## config.mk

```make
export PLATFORM = sky130hd
export DESIGN_NAME = msgd_queue
export DESIGN_NICKNAME = d
export VERILOG_FILES = /design/src/sv/msgd_pkg.sv /design/src/sv/msgd_queue.sv
export SDC_FILE = /design/constraint.sdc
export NUM_CORES = 1
export LEC_CHECK = 0
export ABC_AREA = 1
export BUFFER_PORTS_ARGS = -buffer_cell sky130_fd_sc_hd__buf_2
export CORE_ASPECT_RATIO = 1.25
export CORE_MARGIN = 5
export CORE_UTILIZATION = 37
export CTS_CLUSTER_DIAMETER = 30
export DETAILED_ROUTE_END_ITERATION = 10
export GPL_ROUTABILITY_DRIVEN = 0
export PLACE_DENSITY = 0.54
export RECOVER_POWER = 50
export SLEW_MARGIN = 5
export SYNTH_ARGS = -nofsm -noshare
export SYNTH_HDL_FRONTEND = slang
export SYNTH_SLANG_ARGS = --single-unit
```

## constraint.sdc

```tcl
create_clock -name clock -period 3.04 [get_ports clock]
set_input_delay 0.152 -clock clock [delete_from_list [all_inputs] [get_ports clock]]
set_output_delay 0.152 -clock clock [all_outputs]
set_load 0.1 [all_outputs]
```

## src/sv/msgd_pkg.sv

```systemverilog
package msgd_pkg;

   localparam int COEF_W = 26;

   typedef enum logic [2:0] {
      REG_STEP_SIZE      = 3'd0,
      REG_DECAY_FACTOR   = 3'd1,
      REG_MOMENTUM_GAMMA = 3'd2,
      REG_NESTEROV_MODE  = 3'd3,
      REG_BATCH_COUNT    = 3'd4
   } csr_index_type;

   localparam logic [16:0] RST_STEP_SIZE      = 17'd655;
   localparam logic [16:0] RST_DECAY_FACTOR   = 17'd0;
   localparam logic [16:0] RST_MOMENTUM_GAMMA = 17'd58982;
   localparam logic [15:0] RST_BATCH_COUNT    = 16'd1;

   typedef struct packed {
      logic               is_bias;
      logic [11:0]        elem_index;
      logic signed [31:0] param_value;
      logic signed [31:0] grad_value;
   } req_type;

   typedef struct packed {
      logic signed [31:0] updated_value;
      logic [11:0]        out_index;
   } rsp_type;

   typedef struct packed {
      req_type     req;
      logic [15:0] slot;
   } item_type;

   typedef struct packed {
      logic [16:0]       step_size;
      logic [16:0]       momentum_gamma;
      logic [COEF_W-1:0] decay_coef;
      logic [16:0]       gamma_per_batch;
      logic [16:0]       rate_per_batch;
      logic [15:0]       batch_count;
      logic              nesterov_mode;
   } coef_type;

   function automatic logic signed [31:0] sat32(input logic signed [63:0] x);
      logic signed [31:0] r;
      if (x > 64'sd2147483647) begin
         r = 32'sh7fffffff;
      end else if (x < -64'sd2147483648) begin
         r = 32'sh80000000;
      end else begin
         r = x[31:0];
      end
      return r;
   endfunction

endpackage

```

## src/sv/msgd_queue.sv

```systemverilog
module msgd_queue (
   input  logic               clock,
   input  logic               reset,
   input  logic               push,
   input  msgd_pkg::item_type push_item,
   input  logic               pop,
   output logic               empty,
   output logic               full,
   output msgd_pkg::item_type head
);

   msgd_pkg::item_type mem_ff[4];
   logic [1:0] wp_ff, rp_ff;
   logic [2:0] count_ff;

   always_ff @(posedge clock) begin
      if (reset) begin
         wp_ff    <= 2'd0;
         rp_ff    <= 2'd0;
         count_ff <= 3'd0;
      end else begin
         if (push) begin
            wp_ff <= wp_ff + 2'd1;
         end
         if (pop) begin
            rp_ff <= rp_ff + 2'd1;
         end
         count_ff <= count_ff + {2'd0, push} - {2'd0, pop};
      end
   end

   always_ff @(posedge clock) begin
      if (push) begin
         mem_ff[wp_ff] <= push_item;
      end
   end

   assign empty = count_ff == 3'd0;
   assign full  = count_ff == 3'd4;
   assign head  = mem_ff[rp_ff];

endmodule

```

# Word-level counts from Yosys, hierarchy flattened
# Memories as Yosys holds them, arrays and structs flattened. A register that Yosys moved wholly into a read port is not among the register bits.
# Cells that the tools add are included.
[classes]
n_addsub = 4
eq_ne = 1
n_mux = 4
reduce_logical = 1
[op_table]
columns = ["op", "n"]
rows = [
  ["$add 2x1->2 const B", 2],
  ["$mux 2", 2],
  ["$add 3x1->3", 1],
  ["$eq 3x3->1 const B", 1],
  ["$logic_not 3->1", 1],
  ["$sub 3x1->3", 1],
  ["$mux 1", 2],
]
[word_totals]
ff_bits = 7
ram_bits = 372
inputBits = 97
output_inout_bits = 95
wordCells = 14
n_memories = 1
[mem_list]
columns = ["memory", "words", "width", "read_ports", "rd_clocked_by_memory_dff", "wr", "line_no", "rtl"]
rows = [
  ["mem_ff", 4, 93, 1, 1, 1, "msgd_queue.sv:12", "msgd_pkg::item_type mem_ff[4];"],
]

# Depth between registers and ports, before layout
[depth]
depth_word = 3
mapped_depth = 8
mapped_depth_nobuf = 8

# Least setup slack after synthesis
# Ideal clock, no wire load.
[synth_timing]
kind = "flip-flop to flip-flop"
startpoint = "reg wp_ff[0]"
endpoint = "mem mem_ff[2][0] in the netlist's numbering, enable pin"
setup_time_ns = 0.447
arrival_ns = 2.386
required_ns = 2.593
setup_slack_ns = 0.207
stages_incl_launch_ff = 5
n_path_buf = 0
period_less_slack_ns = 2.833
cell_sequence = "dfxtp_1 inv_1 ha_1 nand2_1 inv_1"
[synth_rtl]
columns = ["element", "line_no", "rtl"]
rows = [
  ["start: declaration", "msgd_queue.sv:13", "logic [1:0] wp_ff, rp_ff;"],
  ["start signal: assignment", "msgd_queue.sv:23", "wp_ff <= wp_ff + 2'd1;"],
  ["end: declaration", "msgd_queue.sv:12", ""],
]
# Straight into the memory's write port.

# Worst setup path after layout
[layout_timing]
startpoint = "reg wp_ff[0]"
endpoint = "mem mem_ff[0][24] in the netlist's numbering, enable pin"
# Straight into the memory's write port.

==> impl_metrics.ini <==
[status]
outcome = completed

[synthesis]
synth-edff-count = 372
synth_area_per_cell_um2 = 13.13
synth_cells = 1141
synth_cell_types = 15
synth_commonest_cells = edfxtp_1 (372), inv_1 (202), nand2_1 (194)
yosysMostFrequentCell = edfxtp_1
ys_warn_count = 0
ys.flop_type = edfxtp_1
ys_ff_latch = 381
async_reset_ff_share_pct = 0
yosysTopAreaCellShare_pct = 74.54
synth_area_leaders = edfxtp_1 (75%), inv_1 (5.1%), nand2_1 (4.9%)
synth.cell_area_um2 = 14990
yosysSeqAreaShare_pct = 75.74
syn-num-nets = 1245
yosys.area.top_type = edfxtp_1

[clock_network]
cts_inserted_buffers = 76
clock-root-buffer = clkbuf_16
clk_latency_ns = 0.58
cts.repair.resized = 0
cts_buffer_depth = 3
cts-htree-levels = 3
clkSinkCount = 381
cts_tree = built
post_cts_buffers = 0
path_clk_slew_ns = 0.04

[layout]
syn2layout_area_growth_pct = 32.87
multi_input_area_um2 = 2527
fin_nets = 1563
n_fill_cell = 3468
post_route_cells_drive_above_1_share_pct = 15.79
seqCellArea_um2 = 11360

[critical_path]
start_kind = flop
crit_path_cell_trace = inv_1 -> ha_1 -> nand2_1 -> clkinvlp_2 -> buf_4
crit_arrival_ns = 2.95
critical_path.max_stage_delay_ns = 1.00
cp_data_required_time_ns = 3.32
crit_family = buffers and inverters
crit_buf_inv = 3
worstPathMaxFanout = 22
worstSetupPathType = reg -> reg
crit_slowest_cell = clkinvlp_2
end_kind = flop

[drt]
met1Wirelength_mm = 13.33
routed_wl_mm = 31.90
vias = 9449
drc = 0
dr.pass1.iters = 4
routed.top_layer = met5
ant_nets = 0
routedWlPerCell_um = 15.42
via_per_inst = 4.567
drt-initial-drc-count = 347
routed-wl-met2_mm = 16.12
routed-wl-met3_mm = 1.597

[global_routing]
grt_pass1_wl_mm = 50.49
first_global_vias = 9490
grt_max_degree = 157
grt-ovfl-total = 0
antenna_found_initial = 4
grtUsageTotal_pct = 14.32

[die]
num_rows = 82
die_x_um = 190.0
start_util_pct = 37.36
ios = 192
dieArea_um2 = 44660
die_h_um = 235.0
core_um2 = 40120

[sta]
max_freq_mhz = 374.9
setup_tns_ns = 0
finalSetupViolCount = 0
timing.final.crit_period_ns = 2.667
rsz0062_at_grt = no
worst_pin_slew_ns = 1.302
skew_ns = 0.01408
drv_slew = 0
hold_viol_final = 0
period_share_pct = 87.74
slew_headroom_pct = 12.70
hold_ws_ns = 0.3212

[power]
power_w = 0.01660
ir_drop_mv = 0.8470
powerDensity_nw_per_um2 = 833.5
p_leak_nw = 7.608

[place]
hpwl_mm = 17.81
portBuffers = 191

[worst_hold_path]
hp-class = in -> reg

[run]
max_cap_violations = 0
==> registers in the layout, indices dropped and copies added (netlist names), named ones only <==
| name | cells |
|---|---|
| mem_ff | 372 |
| count_ff | 3 |
| rp_ff | 2 |
| wp_ff | 2 |
==> worst paths after layout <==
check | from | cells after the start | to | slack [ns]
setup reg to reg | wp_ff[0]$_SDFFE_PP0P_ | 5 | mem_ff[0][24]$_DFFE_PP_ | 0.37
hold / removal | reset | 3 | count_ff[1]$_SDFF_PP0_ | 0.32
hold reg to reg | rp_ff[0]$_SDFFE_PP0P_ | 1 | flop | 0.47
setup / recovery | wp_ff[0]$_SDFFE_PP0P_ | 5 | mem_ff[0][24]$_DFFE_PP_ | 0.37
==> power by group <==
part           switching [W]  leakage [nW]  internal, W  total [W]
Combinational        0.00200          2.89     0.000422    0.00242
Sequential         0.0000640          3.49      0.00603    0.00609
Clock                0.00263          1.23      0.00545    0.00809
Total                0.00469          7.61       0.0119     0.0166
==> layer usage <==
layer / track usage, % / up-vias
met3: 3.340 / 67
li1: - / 4655
met1: 17.34 / 4536
met2: 24.41 / 189
met4: 6.228 / 2
met5: 0 / -
==> placed cells by master, fill, tap and decap left out, types with 2 or more instances in the layout <==
cell / synthesis / routed
dfxtp_4: 0 / 2
buf_2: 40 / 98
o21ai_0: 97 / 97
buf_12: 0 / 9
nor2_1: 4 / 4
ha_1: 6 / 6
dlygate4sd3_1: 0 / 96
clkinv_4: 0 / 6
clkbuf_1: 13 / 101
edfxtp_1: 372 / 372
buf_4: 0 / 6
inv_1: 202 / 198
dfxtp_1: 9 / 7
inv_4: 0 / 3
clkinvlp_4: 0 / 8
clkinv_1: 0 / 10
nand2_1: 194 / 194
clkbuf_16: 0 / 78
diode_2: 0 / 3
bufinv_16: 0 / 9
inv_6: 0 / 8
clkinv_2: 0 / 11
o211ai_1: 93 / 93
a21oi_1: 99 / 99
==> metrics by stage <==
stage | util [%] | area, um^2 | setup slack (ns) | std cells
after global placement | 41.18 | 16520 | 0.9924 | 1831
after global routing | 49.63 | 19910 | 0.1707 | 2068
after floorplan | - | 14990 | 0.2075 | 1141
after detailed placement | 41.18 | 16520 | 0.9823 | 1831
final | 49.64 | 19910 | 0.3728 | 2069
after CTS | 49.91 | 20020 | 0.3609 | 2066
==> worst min-delay path, stage by stage <==
cell	delay, ns
dlygate4sd3_1	0.52
buf_2	0.13
nor2_1	0.04
==> logic make-up after synthesis <==
| kind of cell | Yosys count | synth area share [%] |
|---|---|---|
| flops | 381 | 75.74 |
| compound gates | 289 | 11.20 |
| fa+ha+maj | 7 | 0.6345 |
| buf+inv | 264 | 7.397 |
| simple gates | 200 | 5.026 |
==> area by class of cell <==
type                            instances  share of cell area (%)
Timing Repair Buffer                  302                   10.17
Multi-Input combinational cell        496                   12.69
Clock inverter                         53                   2.821
Antenna cell                            3                 0.03770
Inverter                              202                   3.852
Clock buffer                           86                   9.953
Tap cell                              546                   3.431
Sequential cell                       381                   57.04
==> timing repair <==
action / in CTS / in global routing
setup endpoints to repair: 0 / 0
hold buffers: 96 / 0
hold endpoints to repair: 381 / 0
(Power assumes the default switching activity.)
