<file path="src/sv/msgd_pkg.sv">
package msgd_pkg;

   localparam int COEF_W = 26;

   typedef enum logic [2:0] {
      REG_STEP_SIZE      = 3'd0,
      REG_DECAY_FACTOR   = 3'd1,
      REG_MOMENTUM_GAMMA = 3'd2,
      REG_NESTEROV_MODE  = 3'd3,
      REG_BATCH_COUNT    = 3'd4
   } csr_index_type;

   localparam logic [16:0] RST_STEP_SIZE      = 17'd655;
   localparam logic [16:0] RST_DECAY_FACTOR   = 17'd0;
   localparam logic [16:0] RST_MOMENTUM_GAMMA = 17'd58982;
   localparam logic [15:0] RST_BATCH_COUNT    = 16'd1;

   typedef struct packed {
      logic               is_bias;
      logic [11:0]        elem_index;
      logic signed [31:0] param_value;
      logic signed [31:0] grad_value;
   } req_type;

   typedef struct packed {
      logic signed [31:0] updated_value;
      logic [11:0]        out_index;
   } rsp_type;

   typedef struct packed {
      req_type     req;
      logic [15:0] slot;
   } item_type;

   typedef struct packed {
      logic [16:0]       step_size;
      logic [16:0]       momentum_gamma;
      logic [COEF_W-1:0] decay_coef;
      logic [16:0]       gamma_per_batch;
      logic [16:0]       rate_per_batch;
      logic [15:0]       batch_count;
      logic              nesterov_mode;
   } coef_type;

   function automatic logic signed [31:0] sat32(input logic signed [63:0] x);
      logic signed [31:0] r;
      if (x > 64'sd2147483647) begin
         r = 32'sh7fffffff;
      end else if (x < -64'sd2147483648) begin
         r = 32'sh80000000;
      end else begin
         r = x[31:0];
      end
      return r;
   endfunction

endpackage

</file>
<file path="src/sv/msgd_front.sv">
module msgd_front #(
   parameter int WEIGHT_ENTRIES = 4096,
   parameter int BIAS_ENTRIES   = 256,
   parameter int FRAC_BITS      = 16
) (
   input  logic               clock,
   input  logic               reset,
   input  logic               req_valid,
   output logic               req_stall,
   input  msgd_pkg::req_type  req_data,
   input  logic               csr_we,
   input  logic [2:0]         csr_index,
   input  logic [16:0]        csr_wdata,
   input  logic               queue_full,
   input  logic               clear_busy,
   output logic               push,
   output msgd_pkg::item_type push_item,
   output msgd_pkg::coef_type coef
);

   localparam int CW = msgd_pkg::COEF_W;
   localparam logic [16:0] W_MOD = 17'(WEIGHT_ENTRIES);
   localparam logic [16:0] B_MOD = 17'(BIAS_ENTRIES);
   localparam int W_SH = 12 + $clog2(WEIGHT_ENTRIES);
   localparam int B_SH = 12 + $clog2(BIAS_ENTRIES);
   localparam logic [13:0] W_MUL = 14'(((longint'(1) << W_SH) + longint'(WEIGHT_ENTRIES) - 1)
                                       / longint'(WEIGHT_ENTRIES));
   localparam logic [13:0] B_MUL = 14'(((longint'(1) << B_SH) + longint'(BIAS_ENTRIES) - 1)
                                       / longint'(BIAS_ENTRIES));

   typedef enum logic [1:0] {
      ST_IDLE = 2'b01,
      ST_RUN  = 2'b10
   } state_type;

   state_type   state_ff, state_in;
   logic        dirty_ff, dirty_in;
   logic [4:0]  cnt_ff, cnt_in;
   logic [16:0] lr_ff, wd_ff, gam_ff;
   logic        nest_ff;
   logic [15:0] bs_ff;
   logic [15:0] bs_eff;
   logic [33:0] lw_prod;
   logic [CW-1:0] dvd_ff[3];
   logic [CW-1:0] dvd_in[3];
   logic [15:0]   rem_ff[3];
   logic [15:0]   rem_in[3];
   logic [16:0]   slot_wide;
   logic [25:0]   w_prod, b_prod;
   logic [11:0]   w_quot, b_quot;
   logic [16:0]   w_slot, b_slot;

   always_ff @(posedge clock) begin
      if (reset) begin
         lr_ff   <= msgd_pkg::RST_STEP_SIZE;
         wd_ff   <= msgd_pkg::RST_DECAY_FACTOR;
         gam_ff  <= msgd_pkg::RST_MOMENTUM_GAMMA;
         nest_ff <= 1'b0;
         bs_ff   <= msgd_pkg::RST_BATCH_COUNT;
      end else if (csr_we) begin
         unique case (msgd_pkg::csr_index_type'(csr_index))
            msgd_pkg::REG_STEP_SIZE:      lr_ff   <= csr_wdata;
            msgd_pkg::REG_DECAY_FACTOR:   wd_ff   <= csr_wdata;
            msgd_pkg::REG_MOMENTUM_GAMMA: gam_ff  <= csr_wdata;
            msgd_pkg::REG_NESTEROV_MODE:  nest_ff <= csr_wdata[0];
            msgd_pkg::REG_BATCH_COUNT:    bs_ff   <= csr_wdata[15:0];
            default: ;
         endcase
      end
   end

   assign bs_eff  = (bs_ff == 16'd0) ? 16'd1 : bs_ff;
   assign lw_prod = 34'(lr_ff) * 34'(wd_ff);

   // coefficient divider: three quotients by the batch size, one bit a cycle
   always_comb begin
      logic [16:0] t;
      logic        ge;
      state_in = state_ff;
      cnt_in   = cnt_ff;
      dirty_in = csr_we | (dirty_ff & (state_ff != ST_IDLE));
      for (int k = 0; k < 3; k++) begin
         dvd_in[k] = dvd_ff[k];
         rem_in[k] = rem_ff[k];
      end
      unique case (state_ff)
         ST_IDLE: begin
            if (dirty_ff) begin
               state_in  = ST_RUN;
               cnt_in    = 5'd0;
               dvd_in[0] = CW'(lw_prod >> FRAC_BITS);
               dvd_in[1] = CW'(gam_ff);
               dvd_in[2] = CW'(lr_ff);
               for (int k = 0; k < 3; k++) begin
                  rem_in[k] = 16'd0;
               end
            end
         end
         ST_RUN: begin
            for (int k = 0; k < 3; k++) begin
               t         = {rem_ff[k], dvd_ff[k][CW-1]};
               ge        = t >= {1'b0, bs_eff};
               rem_in[k] = ge ? 16'(t - {1'b0, bs_eff}) : t[15:0];
               dvd_in[k] = {dvd_ff[k][CW-2:0], ge};
            end
            cnt_in = cnt_ff + 5'd1;
            if (cnt_ff == 5'(CW - 1)) begin
               state_in = ST_IDLE;
            end
         end
         default: state_in = ST_IDLE;
      endcase
   end

   always_ff @(posedge clock) begin
      if (reset) begin
         state_ff <= ST_IDLE;
         dirty_ff <= 1'b1;
         cnt_ff   <= 5'd0;
      end else begin
         state_ff <= state_in;
         dirty_ff <= dirty_in;
         cnt_ff   <= cnt_in;
      end
   end

   always_ff @(posedge clock) begin
      for (int k = 0; k < 3; k++) begin
         dvd_ff[k] <= dvd_in[k];
         rem_ff[k] <= rem_in[k];
      end
   end

   assign coef.step_size       = lr_ff;
   assign coef.momentum_gamma  = gam_ff;
   assign coef.decay_coef      = dvd_ff[0];
   assign coef.gamma_per_batch = dvd_ff[1][16:0];
   assign coef.rate_per_batch  = dvd_ff[2][16:0];
   assign coef.batch_count     = bs_eff;
   assign coef.nesterov_mode   = nest_ff;

   assign req_stall = queue_full | dirty_ff | (state_ff != ST_IDLE) | clear_busy;
   assign push      = req_valid & ~req_stall;

   // index modulo store depth by reciprocal multiplication
   assign w_prod = 26'(req_data.elem_index) * 26'(W_MUL);
   assign b_prod = 26'(req_data.elem_index) * 26'(B_MUL);
   assign w_quot = 12'(w_prod >> W_SH);
   assign b_quot = 12'(b_prod >> B_SH);
   assign w_slot = 17'(29'(req_data.elem_index) - 29'(w_quot) * 29'(W_MOD));
   assign b_slot = 17'(29'(req_data.elem_index) - 29'(b_quot) * 29'(B_MOD));

   assign slot_wide = req_data.is_bias ? b_slot : w_slot;
   assign push_item.req  = req_data;
   assign push_item.slot = slot_wide[15:0];

endmodule

</file>
<file path="config.mk">
export PLATFORM = sky130hd
export DESIGN_NAME = msgd_front
export DESIGN_NICKNAME = d
export VERILOG_FILES = /design/src/sv/msgd_pkg.sv /design/src/sv/msgd_front.sv
export SDC_FILE = /design/constraint.sdc
export NUM_CORES = 1
export LEC_CHECK = 0
export BUFFER_PORTS_ARGS = -buffer_cell sky130_fd_sc_hd__buf_2
export CAP_MARGIN = 30
export CORE_MARGIN = 4
export CORE_UTILIZATION = 54
export CTS_BUF_LIST = sky130_fd_sc_hd__clkbuf_16
export DETAILED_ROUTE_END_ITERATION = 12
export GPL_ROUTABILITY_DRIVEN = 0
export PLACE_DENSITY = 0.79
export SETUP_SLACK_MARGIN = 0.2
export SYNTH_ARGS = -nofsm -noshare
export SYNTH_HDL_FRONTEND = slang
export SYNTH_SLANG_ARGS = --single-unit
</file>
<file path="constraint.sdc">
create_clock -name clock -period 5.86 [get_ports clock]
set_input_delay 0.879 -clock clock [delete_from_list [all_inputs] [get_ports clock]]
set_output_delay 0.879 -clock clock [all_outputs]
set_load 0.01 [all_outputs]
</file>
# After elaboration in Yosys (flattened, before gate mapping)
# Memory sizes are Yosys's and may differ from the RTL's.
# Cells that the tools add are included.
op_classes:
  add_sub_neg: 5
  n_mul: 1
  n_lt_le_gt_ge: 3
  n_eq_ne: 10
  mux: 14
  n_bitwise: 7
  reduce_logical: 10
ops:
  columns: ["operator", "count"]
  rows:
  - ["one-hot mux 78 bit (2 select lines)", 1]
  - ["one-hot mux 48 bit (2 select lines)", 1]
  - ["two-way mux 16 bit", 5]
  - ["two-way mux 78 bit", 1]
  - [">= comparator 17 x 16 -> 1 bit", 3]
  - ["two-way mux 48 bit", 1]
  - ["subtractor 16 bit", 3]
  - ["multiplier 17 x 17 -> 34 bit", 1]
  - ["logical NOT 16 bit", 1]
  - ["AND reduction 2 bit", 7]
  - ["subtractor 12 x 12 -> 13 bit", 1]
  - ["one-hot mux 5 bit (2 select lines)", 1]
  - ["equality test 3 x 2 -> 1 bit, second input constant", 2]
  - ["adder 5 x 1 -> 5 bit, second input constant", 1]
  - ["equality test 5 bit, second input constant", 1]
  - ["two-way mux 5 bit", 1]
  - ["two-way mux 2 bit", 2]
  - ["!= test 2 bit, second input constant", 2]
  - ["bitwise OR 1 bit", 4]
  - ["one-hot mux 2 bit (2 select lines)", 1]
  - ["equality test 3 x 1 -> 1 bit, second input constant", 1]
  - ["equality test 3 bit, second input constant", 1]
  - ["logical NOT 3 bit", 1]
  - ["bitwise AND 1 bit", 2]
  - ["other kinds (5)", 5]
word_totals:
  register_bits: 76
  ramBits: 126
  wordCells: 60
  mem_count: 2
memory_table:
  columns: ["memory", "words", "width", "read_ports", "rd_clocked_by_memory_dff", "write_ports", "line_no", "text"]
  rows:
  - ["dvd_ff", 3, 26, 3, 0, 3, "msgd_front.sv:44", "logic [CW-1:0] dvd_ff[3];"]
  - ["rem_ff", 3, 16, 3, 0, 3, "msgd_front.sv:46", "logic [15:0] rem_ff[3];"]

# Depth between registers and ports, before layout
# Gate-level depths: netlist of run 1.
logic_depth:
  depth_word: 5
  ltp_mapped: 23
  mapped_depth_nobuf: 22

# Worst setup path after synthesis of run 1
# OpenSTA, ideal clock, no wires.
synth_timing:
  kind: "flip-flop to flip-flop"
  from: "register lr_ff[8]"
  to: "memory dvd_ff[0][11] (netlist name) (data pin)"
  arrival_time_ns: 6.226
  t_required_ns: 5.714
  slack_ns: -0.512
  stages_incl_launch_ff: 22
  period_less_slack_ns: 6.372
  cell_sequence: "dfxtp_1 -> clkbuf_1 -> clkbuf_1 -> nand2_1 -> fa_1 -> fa_1 -> fa_1 -> fa_1 -> inv_1 -> fa_1 -> inv_1 -> fa_1 -> inv_1 -> ha_1 -> nand2_1 -> o22ai_1 -> a2111oi_1 -> o31ai_2 -> a31oi_1 -> o21ba_2 -> mux2_1 -> a21oi_1"
synth_lines:
  columns: ["item", "line_no", "text"]
  rows:
  - ["start: declaration", "msgd_front.sv:39", "logic [16:0] lr_ff, wd_ff, gam_ff;"]
  - ["start signal: assignment", "msgd_front.sv:55", "lr_ff <= msgd_pkg::RST_STEP_SIZE;"]
  - ["start signal: assignment", "msgd_front.sv:62", "msgd_pkg::REG_STEP_SIZE: lr_ff <= csr_wdata;"]
  - ["end: declaration", "msgd_front.sv:44", null]

==> results of run 1 <==
## power by group
group | switching [mW] | total [mW] | internal, mW | leakage, nW
Sequential | 0.143 | 1.96 | 1.82 | 1.90
Combinational | 1.14 | 1.93 | 0.782 | 8.71
Clock | 0.616 | 1.50 | 0.889 | 0.400
## per-stage QoR
stage | area [um2] | TNS (ns) | util | total power [mW] | instances
2_1_floorplan | 21300 | 0 | - | 3.54 | 2344
3_3_place_gp | 22000 | -1.80 | 0.581 | 3.79 | 2884
3_5_place_dp | 22000 | -2.86 | 0.581 | 3.86 | 2884
4_1_cts | 23200 | -1.20 | 0.612 | 5.38 | 2941
5_1_grt | 23400 | -4.16 | 0.618 | 5.69 | 2946
6_report | 23400 | -1.72 | 0.618 | 5.39 | 2946
## flip-flops by register name (all words and copies together), names as in the netlist
register  cells
dvd_ff       78
rem_ff       48
gam_ff       17
lr_ff        17
wd_ff        17
bs_ff        16
cnt_ff        5
state_ff      2
dirty_ff      1
nest_ff       1
## area by class of cell
class	instances	area (um2)
clock buffer	26	651
multi-input combinational	1557	13300
sequential	202	5370
timing repair buffer	320	2140
inverter	314	1180
clock inverter	16	138
fill	3040	14500
tap	511	639
## what timing repair did
item                                    CTS  global route
gates resized for setup                  76            47
pin swaps                                62            27
buffers inserted                         15             5
endpoints found under the setup margin   18            18
## worst max-delay path, stage by stage, from the launching register on
cell,delay [ns]
dfxtp_4,0.37
and2_4,0.17
fa_1,0.58
inv_2,0.05
fa_1,0.53
fa_1,0.44
fa_1,0.51
inv_1,0.05
fa_1,0.48
inv_1,0.05
fa_1,0.49
inv_2,0.05
ha_4,0.22
a21o_1,0.20
or2_1,0.27
a2111oi_4,0.35
nor3_2,0.07
buf_4,0.16
a2111oi_4,0.33
o21bai_1,0.14
xnor2_1,0.17
a21oi_1,0.09
## cells by family (layout without fill, tap and decap cells)
family / Yosys count / after routing / synth area share
other cells: 1 / 4 / 0.000180
simple gates: 809 / 809 / 0.180
flops: 202 / 202 / 0.255
fa+ha+maj: 381 / 381 / 0.310
mux: 31 / 31 / 0.0150
buf+inv: 585 / 676 / 0.133
compound gates: 281 / 281 / 0.0862
xor+xnor: 51 / 51 / 0.0214
## final timing paths
check        cells past startpoint  startpoint       endpoint
min                              1   cnt_ff[4]      cnt_ff[4]
max                             21    wd_ff[7]  dvd_ff[0][17]
min reg2reg                      1   cnt_ff[4]      cnt_ff[4]
max reg2reg                     21    wd_ff[7]  dvd_ff[0][17]
## cells in the final DEF, fill, tap and decap left out, drive strengths merged, types with 6 or more instances in the layout
| master | Yosys | final |
|---|---|---|
| buf | 155 | 320 |
| nand3 | 17 | 17 |
| a31oi | 6 | 6 |
| edfxtp | 126 | 126 |
| nand3b | 18 | 18 |
| dfxtp | 76 | 76 |
| xnor2 | 35 | 35 |
| xor2 | 16 | 16 |
| a211oi | 20 | 20 |
| o21a | 13 | 13 |
| a21o | 27 | 27 |
| o31ai | 7 | 7 |
| or3 | 6 | 6 |
| nor2b | 24 | 24 |
| a211o | 6 | 6 |
| and2 | 150 | 150 |
| nand2 | 441 | 441 |
| and3 | 7 | 7 |
| nor2 | 95 | 95 |
| o21ai | 41 | 41 |
| a21oi | 123 | 123 |
| nand4 | 9 | 9 |
| nor3 | 14 | 14 |
| clkinv | 0 | 6 |
| o21bai | 7 | 7 |
| ha | 156 | 156 |
| nand2b | 7 | 7 |
| fa | 225 | 225 |
| mux2i | 29 | 29 |
| clkbuf | 116 | 26 |
| inv | 314 | 320 |
## routing by layer
metal | up-vias | track usage | routed length, um
met1 | 7899 | 0.355 | 22200
met4 | 0 | 0.0694 | 1600
li1 | 7446 | - | -
met5 | - | 0 | 0
met3 | 129 | 0.0398 | 4510
met2 | 748 | 0.404 | 24800
==> results.toml, run 1 <==
[run_status]
status = "finished, violations left"
violations = "setup timing"

[placed_design]
dp_slack_ns = -0.425
port_buffers = 152
hpwl_um = 41000

[yosys]
synthArstFlopShare = 0
synth.largest_area_cell = "fa_1"
synth_seq_cells = 202
ys_top_cells_by_area = "fa_1 (22%), edfxtp_1 (18%), ha_1 (9.4%)"
synth_most_common_cell = "nand2_1"
syn_area_per_cell_um2 = 8.90
syn_area_um2 = 20800
syn_inst = 2341
synth_commonest_cells = "nand2_1 (440), inv_1 (314), fa_1 (225)"
synthDistinctLibCells = 73
synth_ff_type = "edfxtp_1"
yosys_warnings = 0
ys_seq_area_frac = 0.255
synth_top_area_frac = 0.216
synth_edf_count = 126

[timing]
worst_pin_slew_ns = 0.951
period_share = 1.04
setup_ws_ns = -0.213
period_needed_ns = 6.07
final_hold_viol_count = 0
max_freq_mhz = 165
fin_skew_ns = 0.0200
slew-limit-headroom = 0.364
hold_slack_ns = 0.480
timing.final.max_slew_violations = 0
rsz0062_at_grt = "yes"
finalSetupViolations = 12

[floorplanning]
rows = 71
start_util = 0.551
core_um2 = 37800
die-area_um2 = 41800
fp.dieH_um = 204
io_pins = 309
die_w_um = 204

[global_routing]
gr-usage-all-layers = 0.251
grt_pass1_wl_um = 86100
grt_max_degree = 80
grt_pass1_vias = 16616
overflow = 0
antenna_found_initial = 0

[clock_network]
clkSinkCount = 202
cts_hold_buf = 0
htreeDepth = 1
root_buffer = "clkbuf_16"
cts_buffers = 23
cts_tree = "yes"
clk_pin_slew_ns = 0.06
clkLatencyLatePin_ns = 0.52
clk_path_buf_depth = 3

[power_and_ir_drop]
p_per_area_nw_per_um2 = 231
leakagePower_nw = 11.0
peakVddDrop_uv = 190

[worst_setup_path]
worstSetupPathType = "reg -> reg"
worstPathRequired_ns = 6.09
end_kind = "flop"
start_kind = "flop"
worstPathArrival_ns = 6.31
reg2reg_slack_ns = -0.21
crit_fanout = 6

[layout]
drive_above_1_share = 0.200
nNetsFinal = 2902
diodes = 0
area_delta_synth_final_pct = 12.2

[min_path]
hold_path_class = "reg -> reg"

[job]
drv_cap = 0

[routing]
vias = 16222
drtIter0Drc = 1562
ant_nets = 0
drt_wl_total_um = 53200
drtPass1Iterations = 5
drc = 0
via_per_inst = 5.51
wl_per_cell_um = 18.1
No activity file was read; power rests on OpenSTA's default activity.
==> inputs of run 2 (changes only) <==
- ABC_AREA: not set -> 1
- CORE_UTILIZATION: 54 -> 58
- PLACE_DENSITY: 0.79 -> 0.81
- clock period: 5.86 -> 6.6 ns (I/O delays scaled with it)
==> run 2 against run 1 <==
The flow now finishes without violations. Worst setup slack improved by 0.66 ns. Clock-buffer cell count decreased by 1. Register-to-register slack improved by 0.66 ns. Maximum frequency down 1.3%. Cell area fell by 2.4%. Wire length up 11%. Sequential share of layout area grew 0.30 points. Combinational power hardly changed. Non-clock buffer count decreased by 139. Hold slack improved by 0.010 ns. First-iteration DRC count grew 4.3%. Synthesized cell count up 25%.
==> results.toml, run 2 <==
[run_status]
status = "completed"

[power_and_ir_drop]
power_frac_clock = 0.271
p_per_area_nw_per_um2 = 225
seq_power_share = 0.350
power_mw = 5.13
p_int_mw = 3.14
p_comb_frac = 0.379
p_switching_mw = 1.99
leakagePower_nw = 12.3
switching_share = 0.388
peakVddDrop_uv = 210

[timing]
setup_ws_ns = 0.444
final_hold_viol_count = 0
worst_pin_slew_ns = 1.00
timing.final.max_slew_violations = 0
rsz0062_at_grt = "no"
fin_skew_ns = 0.0104
period_needed_ns = 6.16
max_freq_mhz = 162
period_share = 0.933
finalSetupViolations = 0
slew-limit-headroom = 0.331
fin_setup_tns_ns = 0

[routing]
ant_nets = 0
drtIter0Drc = 1629
vias = 18514
drt_wl_total_um = 58900
drc = 0
drtPass1Iterations = 6
wl_per_cell_um = 17.4
via_per_inst = 5.47

[placed_design]
dpl_cell_area_um2 = 22000
hpwl_um = 45800
dp_slack_ns = 0.588
port_buffers = 152

[global_routing]
grt_max_degree = 78
overflow = 0
grt_pass1_wl_um = 95400
grt_pass1_vias = 18847
gr-usage-all-layers = 0.285
antenna_found_initial = 2

[worst_setup_path]
critPathCapture = "dvd_ff[0][7]"
worstSetupPathType = "reg -> reg"
ff2ff_path_depth = 21
start_kind = "flop"
crit_fanout = 14
r2r_start = "lr_ff[6]"
worstPathRequired_ns = 6.86
worstPathArrival_ns = 6.42
crit_path_start = "lr_ff[6]"
end_kind = "flop"
reg2reg_slack_ns = 0.44
reg2reg_to = "dvd_ff[0][7]"

[floorplanning]
io_pins = 309
die_w_um = 203
die-area_um2 = 41100
rows = 71
start_util = 0.585
fp.dieH_um = 203
core_um2 = 37600

[layout]
diodes = 0
final_common_cell = "nand2_1"
layout_common_cells = "nand2_1 (754), inv_1 (593), nor2_1 (276)"
nFillCells = 3129
largestRegisters = "dvd_ff: 78 flops, rem_ff: 48 flops"
area_delta_synth_final_pct = 3.79
drive_above_1_share = 0.0829
nNetsFinal = 3340
design_area_um2 = 22800
top_register = "dvd_ff"
largest_reg_flops = 78

[yosys]
synth_commonest_cells = "nand2_1 (755), inv_1 (592), nor2_1 (277)"
synth_seq_cells = 202
syn_area_um2 = 22000
synth.largest_area_cell = "fa_1"
ys_top_cells_by_area = "fa_1 (20%), edfxtp_1 (17%), nand2_1 (13%)"
synth_edf_count = 126
synth_ff_type = "edfxtp_1"
synth_top_area_frac = 0.205
synthDistinctLibCells = 45
synth_most_common_cell = "nand2_1"
ys_seq_area_frac = 0.241
syn_inst = 2924
yosys_warnings = 0
synthArstFlopShare = 0
syn_area_per_cell_um2 = 7.52

[min_path]
hold_path_depth = 2
hold_path_class = "reg -> reg"

[clock_network]
clk_pin_slew_ns = 0.06
post_cts_buffers = 0
cts_hold_buf = 0
root_buffer = "clkbuf_16"
clkSinkCount = 202
cts_buffers = 22
clk_path_buf_depth = 3
clkLatencyLatePin_ns = 0.51
htreeDepth = 1
cts_tree = "yes"

[job]
drv_cap = 0
## run 2: logic make-up (layout without fill, tap and decap cells)
family          after synthesis  after routing  synth area share
other cells                   1              4          0.000170
buf+inv                     874            819             0.176
simple gates               1175           1175             0.214
flops                       202            202             0.241
fa+ha+maj                   381            381             0.294
xor+xnor                     34             34            0.0135
compound gates              257            257            0.0617
## run 2: timing repair
| action | 4_1_cts | 5_1_grt |
|---|---|---|
| resized for setup | 0 | 2 |
| setup endpoints to repair | 0 | 4 |
| endpoints found under the hold margin | 0 | 0 |
## run 2: worst max-delay path, cell delays in order (launching register included)
cell and delay, ns:
dfxtp_1 0.81, buf_4 0.29, nand2_1 0.09, fa_1 0.55, inv_1 0.06, fa_1 0.45
fa_1 0.60, fa_1 0.45, fa_1 0.53, inv_1 0.07, fa_1 0.51, inv_1 0.05
ha_1 0.36, nand2_1 0.11, nor2_1 0.18, inv_1 0.08, nor2_1 0.21, nand3_1 0.14
nand3_1 0.13, nand2_1 0.06, nand3_1 0.08, nand2_1 0.07
## run 2: how the worst min path moves through the flow
stage / start / endpoint / slack (ns)
floorplan: nest_ff / nest_ff / 0.42
finish: gam_ff[2] / gam_ff[2] / 0.49
global placement: nest_ff / nest_ff / 0.43
detailed placement: gam_ff[2] / gam_ff[2] / 0.47
global route: gam_ff[2] / gam_ff[2] / 0.52
CTS: gam_ff[2] / gam_ff[2] / 0.49
## run 2: layer usage
metal  wire length, um  part of all wire  global-route usage
met1             22300              0.38               0.375
met2             26800              0.45               0.454
met3              6990              0.12              0.0701
met4              2770             0.047               0.117
met5                41           0.00070                   0
## run 2: area by class of cell
class,count,area [um2],share of cell area
inverters,598,2240,0.0983
clock inverters,15,190,0.00833
clock buffers,25,626,0.0274
multi-input cells,1851,12800,0.563
flip-flops and latches,202,5310,0.233
repair buffers,181,978,0.0429
well taps,511,639,0.0280
## run 2: power groups by stage
stage          combinational (mW)  sequential (mW)  clock [mW]
5_1_grt                      2.18             1.81        1.46
3_3_place_gp                 1.84             1.81           0
2_1_floorplan                1.60             1.76           0
3_5_place_dp                 1.89             1.81           0
6_report                     1.95             1.79        1.39
4_1_cts                      1.91             1.79        1.40
## run 2: metrics by stage
stage | std cells | util | hold slack, ns
2_1_floorplan | 2927 | - | 0.424
3_3_place_gp | 3343 | 0.586 | 0.435
3_5_place_dp | 3343 | 0.586 | 0.475
4_1_cts | 3383 | 0.607 | 0.489
5_1_grt | 3383 | 0.607 | 0.516
6_report | 3383 | 0.607 | 0.491
==> inputs of run 3 (changes only) <==
- CELL_PAD_IN_SITES_DETAIL_PLACEMENT: not set -> 0
- CELL_PAD_IN_SITES_GLOBAL_PLACEMENT: not set -> 1
- CORE_UTILIZATION: 58 -> 44
- PLACE_DENSITY: 0.81 -> not set
- PLACE_DENSITY_LB_ADDON: not set -> 0.1
==> run 3 against run 2 <==
Via count is 4.4% lower. Maximum frequency is 1.2% higher. Die area is 30% higher. Worst setup slack better by 0.070 ns. Critical path depth stayed put. Clock skew is 0.016 ns higher. Non-clock buffer count is 7 higher. Flip-flop and latch count stayed put. Sequential power hardly changed. Highest routed layer is now met4.
==> results.toml, run 3 (synthesized netlist as in run 2, its figures left out) <==
[run_status]
status = "completed"

[job]
drv_cap = 0

[routing]
drc = 0
drtIter0Drc = 1316
wl_per_cell_um = 18.1
via_per_inst = 4.99
ant_nets = 0
drtPass1Iterations = 6
vias = 17704
drt_wl_total_um = 64200

[floorplanning]
core_um2 = 49200
io_pins = 309
start_util = 0.447
fp.dieH_um = 232
rows = 81
die-area_um2 = 53600
die_w_um = 232

[worst_setup_path]
crit_top_cell = "fa_1"
path_buf_inv = 5
worstPathRequired_ns = 6.90
r2r_start = "lr_ff[12]"
reg2reg_slack_ns = 0.51
worstPathArrival_ns = 6.38
start_kind = "flop"
critPathSlowestCell = "dfxtp_1"
end_kind = "flop"
crit_chain = "buf_4 -> nand2_1 -> fa_1 -> inv_1 -> fa_1 -> fa_1 -> fa_1 -> fa_1 -> inv_1 -> fa_1 -> inv_1 -> ha_1 -> nand2_1 -> nor2_1 -> inv_1 -> nor2_1 -> nand3_1 -> nand3_1 -> nand2_1 -> nand3_1 -> nand2_1"
slowest_delay_ns = 0.81
ff2ff_path_depth = 21
crit_family = "adder cells"
reg2reg_to = "dvd_ff[0][7]"
worstSetupPathType = "reg -> reg"
crit_fanout = 12

[clock_network]
root_buffer = "clkbuf_16"
clkLatencyLatePin_ns = 0.55
clk_path_buf_depth = 3
cts_buffers = 25
clkSinkCount = 202
cts_tree = "yes"
clk_pin_slew_ns = 0.06
htreeDepth = 1

[min_path]
holdPathEnd = "gam_ff[2]"
min_from = "gam_ff[2]"
hold_path_depth = 2
hold_path_class = "reg -> reg"

[timing]
slew-limit-headroom = 0.341
rsz0062_at_grt = "no"
finalSetupViolations = 0
timing.final.max_slew_violations = 0
period_share = 0.922
max_freq_mhz = 164
fin_skew_ns = 0.0268
period_needed_ns = 6.09
final_hold_viol_count = 0
fin_setup_tns_ns = 0
worst_pin_slew_ns = 0.981

[global_routing]
grt_max_degree = 89
use_met1 = 0.364
gr-usage-all-layers = 0.241
grt_pass1_vias = 17925
grt-busiest-layer = "met2"
antenna_found_initial = 1
grtUsageMet3 = 0.0447
grt_pass1_wl_um = 102000
grtUsageMet2 = 0.364
overflow = 0

[power_and_ir_drop]
peakVddDrop_uv = 198
p_int_mw = 3.06
power_mw = 5.11
p_per_area_nw_per_um2 = 221
p_comb_frac = 0.389
switching_share = 0.401
power_frac_clock = 0.260
leakagePower_nw = 12.4
p_switching_mw = 2.05
seq_power_share = 0.351

[placed_design]
port_buffers = 152
hpwl_um = 50500

[layout]
fin_util = 0.469
nNetsFinal = 3350
layout_common_cells = "nand2_1 (754), inv_1 (596), nor2_1 (276)"
area_delta_synth_final_pct = 4.90
final_common_cell = "nand2_1"
largest_reg_flops = 78
drive_above_1_share = 0.0849
largestRegisters = "dvd_ff: 78 flops, rem_ff: 48 flops"
top_register = "dvd_ff"
-- run 3: metal layers --
metal	routed length, um	part of all wire	vias to the layer above
met3	4810	0.075	91
met4	1260	0.020	0
met5	0	0	-
met1	30700	0.48	8492
met2	27500	0.43	569
li1	-	-	8552
-- run 3: repair_timing --
item / in CTS / in global routing
buffers inserted: 0 / 0
hold buffers: 0 / 0
gates resized for setup: 0 / 1
endpoints found under the setup margin: 0 / 1
-- run 3: worst reg2reg max path, stage by stage, from the launching register on --
cell	delay (ns)
dfxtp_1	0.81
buf_4	0.30
nand2_1	0.10
fa_1	0.54
inv_1	0.05
fa_1	0.48
fa_1	0.57
fa_1	0.43
fa_1	0.50
inv_1	0.06
fa_1	0.52
inv_1	0.05
ha_1	0.41
nand2_1	0.13
nor2_1	0.24
inv_1	0.09
nor2_1	0.15
nand3_1	0.11
nand3_1	0.12
nand2_1	0.05
nand3_1	0.07
nand2_1	0.06
-- run 3: cell type report --
class / instances / area (um2)
Fill cell: 5016 / 26100
Timing Repair Buffer: 188 / 1060
Clock buffer: 26 / 651
Tap cell: 664 / 831
Antenna cell: 1 / 2.50
Sequential cell: 202 / 5310
Inverter: 598 / 2240
Multi-Input combinational cell: 1851 / 12800
Clock inverter: 20 / 133
-- run 3: worst max path at each step --
stage | start | end | slack, ns | cells past startpoint
global route | lr_ff[4] | dvd_ff[0][8] | 0.20 | 23
floorplan | lr_ff[7] | dvd_ff[0][8] | 0.97 | 25
detailed placement | lr_ff[12] | dvd_ff[0][7] | 0.54 | 21
CTS | lr_ff[12] | dvd_ff[0][7] | 0.54 | 21
finish | lr_ff[12] | dvd_ff[0][7] | 0.51 | 21
global placement | lr_ff[12] | dvd_ff[0][7] | 0.53 | 21
-- run 3: through the flow --
step / instance area [um2] / instances / hold slack, ns / setup slack [ns]
2_1_floorplan: 22000 / 2927 / 0.424 / 0.970
3_3_place_gp: 22200 / 3501 / 0.476 / 0.527
3_5_place_dp: 22300 / 3503 / 0.477 / 0.535
4_1_cts: 23100 / 3549 / 0.487 / 0.535
5_1_grt: 23100 / 3549 / 0.524 / 0.204
6_report: 23100 / 3550 / 0.486 / 0.514
-- run 3: power by group through the flow --
stage          clock network [mW]  logic [mW]  registers, mW
2_1_floorplan                   0        1.60           1.76
3_3_place_gp                    0        1.96           1.82
3_5_place_dp                    0        1.97           1.81
4_1_cts                      1.36        1.99           1.79
5_1_grt                      1.41        2.25           1.82
6_report                     1.33        1.99           1.79
